$ cat config.mk
export PLATFORM = sky130hd
export DESIGN_NAME = double_frame_capture_controller_top
export DESIGN_NICKNAME = d
export VERILOG_FILES = /design/src/hdl/dfcc_pkg.sv /design/src/hdl/dfcc_csr.sv /design/src/hdl/dfcc_engine.sv /design/src/hdl/double_frame_capture_controller_top.sv
export VERILOG_INCLUDE_DIRS = /design/src /design/src/hdl
export SDC_FILE = /design/constraint.sdc
export NUM_CORES = 1
export LEC_CHECK = 0
export BUFFER_PORTS_ARGS = -buffer_cell sky130_fd_sc_hd__buf_2
export CAP_MARGIN = 10
export CORE_MARGIN = 5
export CORE_UTILIZATION = 52
export DETAILED_ROUTE_END_ITERATION = 12
export PLACE_DENSITY_LB_ADDON = 0.05
export SYNTH_ARGS = -nofsm -noshare
export SYNTH_HDL_FRONTEND = slang
export SYNTH_SLANG_ARGS = --single-unit
$ cat constraint.sdc
create_clock -name clock -period 11.3 [get_ports clock]
set_input_delay 2.26 -clock clock [delete_from_list [all_inputs] [get_ports clock]]
set_output_delay 2.26 -clock clock [all_outputs]
set_load 0.01 [all_outputs]
$ cat src/hdl/assert_macros.svh
// assertion macros shared by the capture controller rtl
`ifndef ASSERT_MACROS_SVH
`define ASSERT_MACROS_SVH

// implication checked on every rising edge outside reset
`define DFCC_ASSERT_IMP(lbl, clk, rst, ante, cons, msg) \
   lbl: assert property (@(posedge clk) disable iff (rst) (ante) |-> (cons)) else $error(msg);

// property that holds at every edge outside reset
`define DFCC_ASSERT_ALWAYS(lbl, clk, rst, prop, msg) \
   lbl: assert property (@(posedge clk) disable iff (rst) (prop)) else $error(msg);

`endif

$ cat src/hdl/dfcc_pkg.sv
// package: widths, codes and shared types of the frame capture controller
`default_nettype none
package dfcc_pkg;

   localparam int MAX_CHUNKS = 4096;
   localparam int CNT_W      = $clog2(MAX_CHUNKS);
   localparam int TOTAL_W    = 13;
   localparam int BYTES_W    = 16;
   localparam int OFFSET_W   = 24;
   localparam int IDX_W      = 12;
   localparam int CSR_IDX_W  = 2;
   localparam int CSR_DATA_W = 16;

   // register indexes
   localparam logic [CSR_IDX_W-1:0] CSR_TOTAL_CHUNKS = 2'd0;
   localparam logic [CSR_IDX_W-1:0] CSR_CHUNK_BYTES  = 2'd1;
   localparam logic [CSR_IDX_W-1:0] CSR_A_PRESENT    = 2'd2;
   localparam logic [CSR_IDX_W-1:0] CSR_B_PRESENT    = 2'd3;

   // request kinds
   localparam logic REQ_CHUNK = 1'b0;
   localparam logic REQ_GIVE  = 1'b1;

   // buffer codes
   localparam logic [1:0] GIVE_A = 2'd0;
   localparam logic [1:0] GIVE_B = 2'd1;
   localparam logic       BUF_A  = 1'b0;
   localparam logic       BUF_B  = 1'b1;

   typedef struct packed {
      logic [TOTAL_W-1:0] total_chunks;
      logic [BYTES_W-1:0] chunk_bytes;
      logic               a_present;
      logic               b_present;
   } cfg_type;

   typedef struct packed {
      logic                done_buffer;
      logic                frame_done;
      logic [IDX_W-1:0]    chunk_index;
      logic [OFFSET_W-1:0] dest_offset;
      logic                source_half;
      logic                copy_target;
      logic                copy_valid;
   } rsp_type;

endpackage
`default_nettype wire

$ cat src/hdl/dfcc_csr.sv
// configuration register file of the frame capture controller
`default_nettype none
module dfcc_csr (
   input  wire logic                             clock,
   input  wire logic                             reset,
   input  wire logic                             csr_valid,
   output logic                                  csr_ready,
   input  wire logic [dfcc_pkg::CSR_IDX_W-1:0]   csr_index,
   input  wire logic [dfcc_pkg::CSR_DATA_W-1:0]  csr_data,
   output dfcc_pkg::cfg_type                     cfg
);

   dfcc_pkg::cfg_type cfg_ff;

   assign csr_ready = 1'b1;
   assign cfg       = cfg_ff;

   always_ff @(posedge clock) begin
      if (reset) begin
         cfg_ff.total_chunks <= dfcc_pkg::TOTAL_W'(1);
         cfg_ff.chunk_bytes  <= dfcc_pkg::BYTES_W'(4095);
         cfg_ff.a_present    <= 1'b1;
         cfg_ff.b_present    <= 1'b1;
      end else if (csr_valid) begin
         unique case (csr_index)
            dfcc_pkg::CSR_TOTAL_CHUNKS:
               cfg_ff.total_chunks <= csr_data[dfcc_pkg::TOTAL_W-1:0];
            dfcc_pkg::CSR_CHUNK_BYTES:
               cfg_ff.chunk_bytes  <= csr_data[dfcc_pkg::BYTES_W-1:0];
            dfcc_pkg::CSR_A_PRESENT:
               cfg_ff.a_present    <= csr_data[0];
            dfcc_pkg::CSR_B_PRESENT:
               cfg_ff.b_present    <= csr_data[0];
            default: ;
         endcase
      end
   end

endmodule
`default_nettype wire

$ cat src/hdl/dfcc_engine.sv
// capture state and per-transaction result logic
`default_nettype none
module dfcc_engine (
   input  wire logic              clock,
   input  wire logic              reset,
   input  dfcc_pkg::cfg_type      cfg,
   input  wire logic              fire,
   input  wire logic              req_kind,
   input  wire logic [1:0]        give_buffer,
   output dfcc_pkg::rsp_type      rsp
);

   typedef enum logic [1:0] {
      MODE_IDLE   = 2'd0,
      MODE_FILL_A = 2'd1,
      MODE_FILL_B = 2'd2
   } mode_type;

   mode_type                      mode_ff, mode_in;
   logic [dfcc_pkg::CNT_W-1:0]    count_ff, count_in;
   logic                          enable_a_ff, enable_a_in;
   logic                          enable_b_ff, enable_b_in;

   logic [dfcc_pkg::CNT_W:0]      count_next;
   logic                          last;
   logic                          copy;
   logic                          target;
   logic [dfcc_pkg::CNT_W+dfcc_pkg::BYTES_W-1:0] product;

   always_comb begin
      count_next = dfcc_pkg::CNT_W'(count_ff) + (dfcc_pkg::CNT_W+1)'(1);
      last = (cfg.total_chunks != '0) &&
             ((dfcc_pkg::TOTAL_W'(count_ff)) == cfg.total_chunks - dfcc_pkg::TOTAL_W'(1));
      product = dfcc_pkg::CNT_W'(count_ff) * cfg.chunk_bytes;

      mode_in     = mode_ff;
      count_in    = count_ff;
      enable_a_in = enable_a_ff;
      enable_b_in = enable_b_ff;
      copy        = 1'b0;
      target      = dfcc_pkg::BUF_A;

      if (req_kind == dfcc_pkg::REQ_GIVE) begin
         if (give_buffer == dfcc_pkg::GIVE_A && cfg.a_present) begin
            enable_a_in = 1'b1;
         end else if (give_buffer == dfcc_pkg::GIVE_B && cfg.b_present) begin
            enable_b_in = 1'b1;
         end
      end else begin
         if ((dfcc_pkg::TOTAL_W'(count_next)) == cfg.total_chunks ||
             count_next >= (dfcc_pkg::CNT_W+1)'(dfcc_pkg::MAX_CHUNKS)) begin
            count_in = '0;
         end else begin
            count_in = count_next[dfcc_pkg::CNT_W-1:0];
         end

         unique case (mode_ff)
            MODE_FILL_A: begin
               copy   = 1'b1;
               target = dfcc_pkg::BUF_A;
            end
            MODE_FILL_B: begin
               copy   = 1'b1;
               target = dfcc_pkg::BUF_B;
            end
            default: begin
               // a frame only starts on chunk zero
               if (count_ff == '0) begin
                  if (enable_a_ff && cfg.a_present) begin
                     copy    = 1'b1;
                     target  = dfcc_pkg::BUF_A;
                     mode_in = MODE_FILL_A;
                  end else if (enable_b_ff && cfg.b_present) begin
                     copy    = 1'b1;
                     target  = dfcc_pkg::BUF_B;
                     mode_in = MODE_FILL_B;
                  end
               end
            end
         endcase

         if (copy && last) begin
            if (target == dfcc_pkg::BUF_A) begin
               enable_a_in = 1'b0;
            end else begin
               enable_b_in = 1'b0;
            end
            mode_in = MODE_IDLE;
         end
      end

      rsp = '0;
      if (req_kind == dfcc_pkg::REQ_CHUNK) begin
         rsp.copy_valid  = copy;
         rsp.copy_target = copy & target;
         rsp.source_half = count_ff[0];
         rsp.dest_offset = product[dfcc_pkg::OFFSET_W-1:0];
         rsp.chunk_index = dfcc_pkg::IDX_W'(count_ff);
         rsp.frame_done  = copy & last;
         rsp.done_buffer = copy & last & target;
      end
   end

   always_ff @(posedge clock) begin
      if (reset) begin
         mode_ff     <= MODE_IDLE;
         count_ff    <= '0;
         enable_a_ff <= 1'b1;
         enable_b_ff <= 1'b1;
      end else if (fire) begin
         mode_ff     <= mode_in;
         count_ff    <= count_in;
         enable_a_ff <= enable_a_in;
         enable_b_ff <= enable_b_in;
      end
   end

endmodule
`default_nettype wire

$ cat src/hdl/double_frame_capture_controller_top.sv
// top level of the double frame capture controller
// Steers chunk copies from a ping-pong chunk buffer into two frame buffers.
// Every request transaction (a chunk-complete event, or the give-back of a
// frame buffer) yields exactly one response transaction, in order. The block
// takes one transaction per clock cycle when the response side keeps up; an
// accepted request lands in the input register, and its result moves into the
// result register behind the state update when that register is empty or is
// being drained by the response side.
// The capture state (mode, chunk counter, buffer enables) is updated in the
// same cycle a registered request is processed, so consecutive requests see
// each other's effect with no bubble. Configuration writes take effect at
// once and are meant to be issued while no transaction is in flight.
`default_nettype none
`include "assert_macros.svh"
module double_frame_capture_controller_top (
   input  wire logic                              clock,
   input  wire logic                              reset,
   // request channel
   input  wire logic                              req_tvalid,
   output logic                                   req_tready,
   input  wire logic [7:0]                        req_tdata,   // [1:0] give_buffer, rest zero
   input  wire logic                              req_tuser,   // [0] req_type
   // response channel
   output logic                                   rsp_tvalid,
   input  wire logic                              rsp_tready,
   // [0] copy_valid, [1] copy_target, [2] source_half, [26:3] dest_offset,
   // [38:27] chunk_index, [39] frame_done, [40] done_buffer, rest zero
   output logic [47:0]                            rsp_tdata,
   // configuration write channel
   input  wire logic                              csr_valid,
   output logic                                   csr_ready,
   input  wire logic [dfcc_pkg::CSR_IDX_W-1:0]    csr_index,
   input  wire logic [dfcc_pkg::CSR_DATA_W-1:0]   csr_data
);

   dfcc_pkg::cfg_type cfg;
   dfcc_pkg::rsp_type result;

   // input register
   logic       in_valid_ff;
   logic       in_kind_ff;
   logic [1:0] in_give_ff;

   // result register
   logic              out_valid_ff;
   dfcc_pkg::rsp_type out_data_ff;

   logic advance;

   // a held request moves on when the result register is empty or draining
   assign advance    = in_valid_ff && (!out_valid_ff || rsp_tready);
   assign req_tready = !in_valid_ff || advance;
   assign rsp_tvalid = out_valid_ff;
   assign rsp_tdata  = {7'd0, out_data_ff};

   dfcc_csr u_csr (
      .clock     (clock),
      .reset     (reset),
      .csr_valid (csr_valid),
      .csr_ready (csr_ready),
      .csr_index (csr_index),
      .csr_data  (csr_data),
      .cfg       (cfg)
   );

   dfcc_engine u_engine (
      .clock       (clock),
      .reset       (reset),
      .cfg         (cfg),
      .fire        (advance),
      .req_kind    (in_kind_ff),
      .give_buffer (in_give_ff),
      .rsp         (result)
   );

   // request capture
   always_ff @(posedge clock) begin
      if (reset) begin
         in_valid_ff <= 1'b0;
      end else if (req_tready) begin
         in_valid_ff <= req_tvalid;
      end
   end

   always_ff @(posedge clock) begin
      if (req_tready && req_tvalid) begin
         in_kind_ff <= req_tuser;
         in_give_ff <= req_tdata[1:0];
      end
   end

   // result register
   always_ff @(posedge clock) begin
      if (reset) begin
         out_valid_ff <= 1'b0;
      end else if (advance) begin
         out_valid_ff <= 1'b1;
      end else if (rsp_tready) begin
         out_valid_ff <= 1'b0;
      end
   end

   always_ff @(posedge clock) begin
      if (advance) begin
         out_data_ff <= result;
      end
   end

   // a finished frame is always a commanded copy
   `DFCC_ASSERT_IMP(a_done_has_copy, clock, reset,
      out_valid_ff && out_data_ff.frame_done, out_data_ff.copy_valid,
      "frame done without a chunk copy")
   // the completed buffer is only named when a frame finished
   `DFCC_ASSERT_IMP(a_done_buffer_flag, clock, reset,
      out_valid_ff && out_data_ff.done_buffer, out_data_ff.frame_done,
      "done buffer set without frame done")
   // a full pipe behind a stalled response refuses new requests
   `DFCC_ASSERT_IMP(a_stall_backpressure, clock, reset,
      in_valid_ff && out_valid_ff && !rsp_tready, !req_tready,
      "request accepted while pipe is full and stalled")
   // the state only moves when a result is produced in the next cycle
   `DFCC_ASSERT_IMP(a_advance_fills, clock, reset,
      advance, ##1 out_valid_ff,
      "processed transaction left no result")

endmodule
`default_nettype wire
==> impl_metrics.toml <==
[yosys]
syn-cell-area_um2 = 10100
yosysTopAreaCell = "fa_1"
synthTopCellsByCount = "nand2_1 (218), inv_1 (191), fa_1 (135)"
syn_inst = 1166
avgSynthCellArea_um2 = 8.69
synth_top_cell_area_share_pct = 26.7
synth-seq-cells = 92
ys_seq_area_share_pct = 22.4
synth.area.top_cells = "fa_1 (27%), edfxtp_1 (13%), dfxtp_1 (9.7%)"
synth_async_sr_flop_share_pct = 0
ys.flop_type = "dfxtp_1"
ys_warn_count = 0
ys_types = 71
synth_edf_count = 43
synth_most_common_cell = "nand2_1"

[placed_design]
io_buffers = 68
routabilityCongestion = 0.819
pre_cts_slack_ns = 4.99
dp_cells = 1441
dpl.hpwl_mm = 18.0

[route]
drtIter0Drc = 428
detail_route.wirelength_mm = 23.9
wl_per_cell_um = 16.4
first_pass_iters = 5
ant_nets = 0
vias = 7670
route.detailed.drc = 0
drt-vias-per-instance = 5.26

[clocking]
clk_latency_ns = 0.36
cts_tree = "yes"
ctsHtreeMaxLevel = 3
clockBufferDepth = 2
cts-resized-gates = 0
cts_hold_buf = 0
cts_buffers = 9
cts_setup_buffers = 0
cts-root-buf = "clkbuf_16"
cts.sinks = 92
cts.clk_slew.worst_paths_ns = 0.07

[timing]
finalHoldViolations = 0
fin_skew_ns = 0.0118
relSlewSlack_pct = 24.9
setup_viol_count_final = 0
rsz0062_at_grt = "no"
fmax_mhz = 160
setup_slack_ns = 5.06
finalCriticalPeriod_ns = 6.24
setup_tns_ns = 0
tightestPinTransition_ns = 1.13
period_share_pct = 55.2
slew_viol_final = 0

[setup_path]
max_stage_delay_ns = 1.07
worstPathCellList = "nand2_1 > fa_1 > fa_1 > fa_1 > inv_1 > fa_1 > inv_1 > fa_1 > inv_1 > ha_1 > or3_1 > o31ai_1 > a41oi_1 > o41ai_1 > xnor2_1 > nor2_1"
worst-path-buf-inv = 3
cp.arrival_ns = 6.33
cp.depth = 16
reg2reg_depth = 16
cp-start-kind = "register"
crit_top_cell = "fa_1"
cp_data_required_time_ns = 11.39
crit_path_end_kind = "register"
slowest_stage = "dfxtp_1"
cp_max_fo = 25
criticalPathCategory = "register to register"
critical-path-top-delay-family = "adder cells"

[layout]
fillers = 1844
area_delta_synth_final_pct = 7.27
seqCellArea_um2 = 2270
post-route-util_pct = 56.2
instances_no_fill = 1457
drive_gt1_share_pct = 9.40
fin_nets = 1407
antenna_cells = 0
multi_input_area_um2 = 6840

[global_route]
use_met3_pct = 3.73
grt_max_degree = 49
antenna_found_initial = 0
busiest_layer = "met2"
grtUsageTotal_pct = 22.5
grtUsageMet2_pct = 37.1
grt_util_met1_pct = 31.5
grt_pass1_vias = 7778
grt_pass1_wl_mm = 39.6
overflow = 0

[power]
seq_power_share_pct = 49.1
power.switching_uw = 214
p_comb_share_pct = 12.0
powerDensity_nw_per_um2 = 71.2
p_int_uw = 561
irDropWorstVdd_uv = 70.3
switching_share_pct = 27.6
p_leak_uw = 0.00496
clock_power_share_pct = 38.9

[die]
core_um2 = 19300
io_pins = 83
die_w_um = 150
die-area_um2 = 22400
rows = 51
initial_core_util_pct = 52.4
fp.dieH_um = 150

[hold_path]
hold_depth = 2
hp-class = "register to register"

[run_status]
status = "finished, final reports clean"

[job]
max_cap_viol_count = 0
-- tightest hold or removal path, cell delays in order, from the launching register on --
cell and delay (ns):
dfxtp_1 0.34, nand2_1 0.06, a21oi_1 0.05
-- routing by layer --
layer / wire [um] / up-vias
met5: 0 / -
met4: 384 / 0
met3: 1290 / 28
met2: 11400 / 203
met1: 10800 / 3743
li1: - / 3696
-- registers in the layout, summed over array words and instances (netlist names) --
signal                flops
u_engine.mode_ff          2
u_engine.enable_b_ff      1
in_valid_ff               1
in_kind_ff                1
u_engine.enable_a_ff      1
rsp_tdata                40
rsp_tvalid                1
u_csr.cfg                31
u_engine.count_ff        12
in_give_ff                2
-- area by class of cell --
type                    instances  area share (%)
clock inverters                 5           0.380
multi-input cells             814            62.9
clock buffers                  11            2.32
inverters                     191            6.59
repair buffers                 79            3.89
flip-flops and latches         92            20.9
well taps                     265            3.05
-- cell usage in the layout (no fill, tap or decap), drive strengths merged, types with 25 or more instances in the layout --
master | Yosys | routed
buf | 23 | 79
nor3 | 25 | 25
dfxtp | 49 | 49
nor2 | 47 | 47
inv | 191 | 194
and2 | 63 | 63
edfxtp | 43 | 43
nand2 | 219 | 219
fa | 135 | 135
xnor2 | 31 | 31
ha | 53 | 53
a21oi | 34 | 34
-- per-stage QoR --
step	hold WS [ns]	total power, uW	instance area (um^2)
2_1_floorplan	0.448	449	10200
3_3_place_gp	0.483	481	10600
3_5_place_dp	0.487	481	10600
4_1_cts	0.497	784	10900
5_1_grt	0.517	809	10900
6_report	0.493	775	10900
-- power groups by stage --
stage | combinational (uW) | sequential (uW) | clock, uW
4_1_cts | 93.6 | 381 | 309
6_report | 93.0 | 381 | 301
3_3_place_gp | 92.4 | 388 | 0
3_5_place_dp | 93.2 | 388 | 0
5_1_grt | 105 | 382 | 321
2_1_floorplan | 71.2 | 378 | 0
-- final timing paths --
path / start / to / slack, ns
max: u_engine.count_ff[4] / rsp_tdata[26] / 5.06
min: u_csr.cfg[28] / u_csr.cfg[28] / 0.49
max reg2reg: u_engine.count_ff[4] / rsp_tdata[26] / 5.06
min reg2reg: u_csr.cfg[28] / u_csr.cfg[28] / 0.49
-- logic make-up (layout without fill, tap and decap cells) --
group | after synthesis | in the layout | synth area share, %
other | 2 | 8 | 0.0741
muxes | 3 | 3 | 0.296
buffers and inverters | 266 | 286 | 10.4
AOI/OAI and AO/OA | 117 | 117 | 7.60
xor gates and xnor gates | 42 | 42 | 3.78
DFF | 92 | 92 | 22.4
and+or+nand+nor | 456 | 456 | 22.3
adders and majority gates | 188 | 188 | 33.2
No activity file was read; power rests on OpenSTA's default activity.
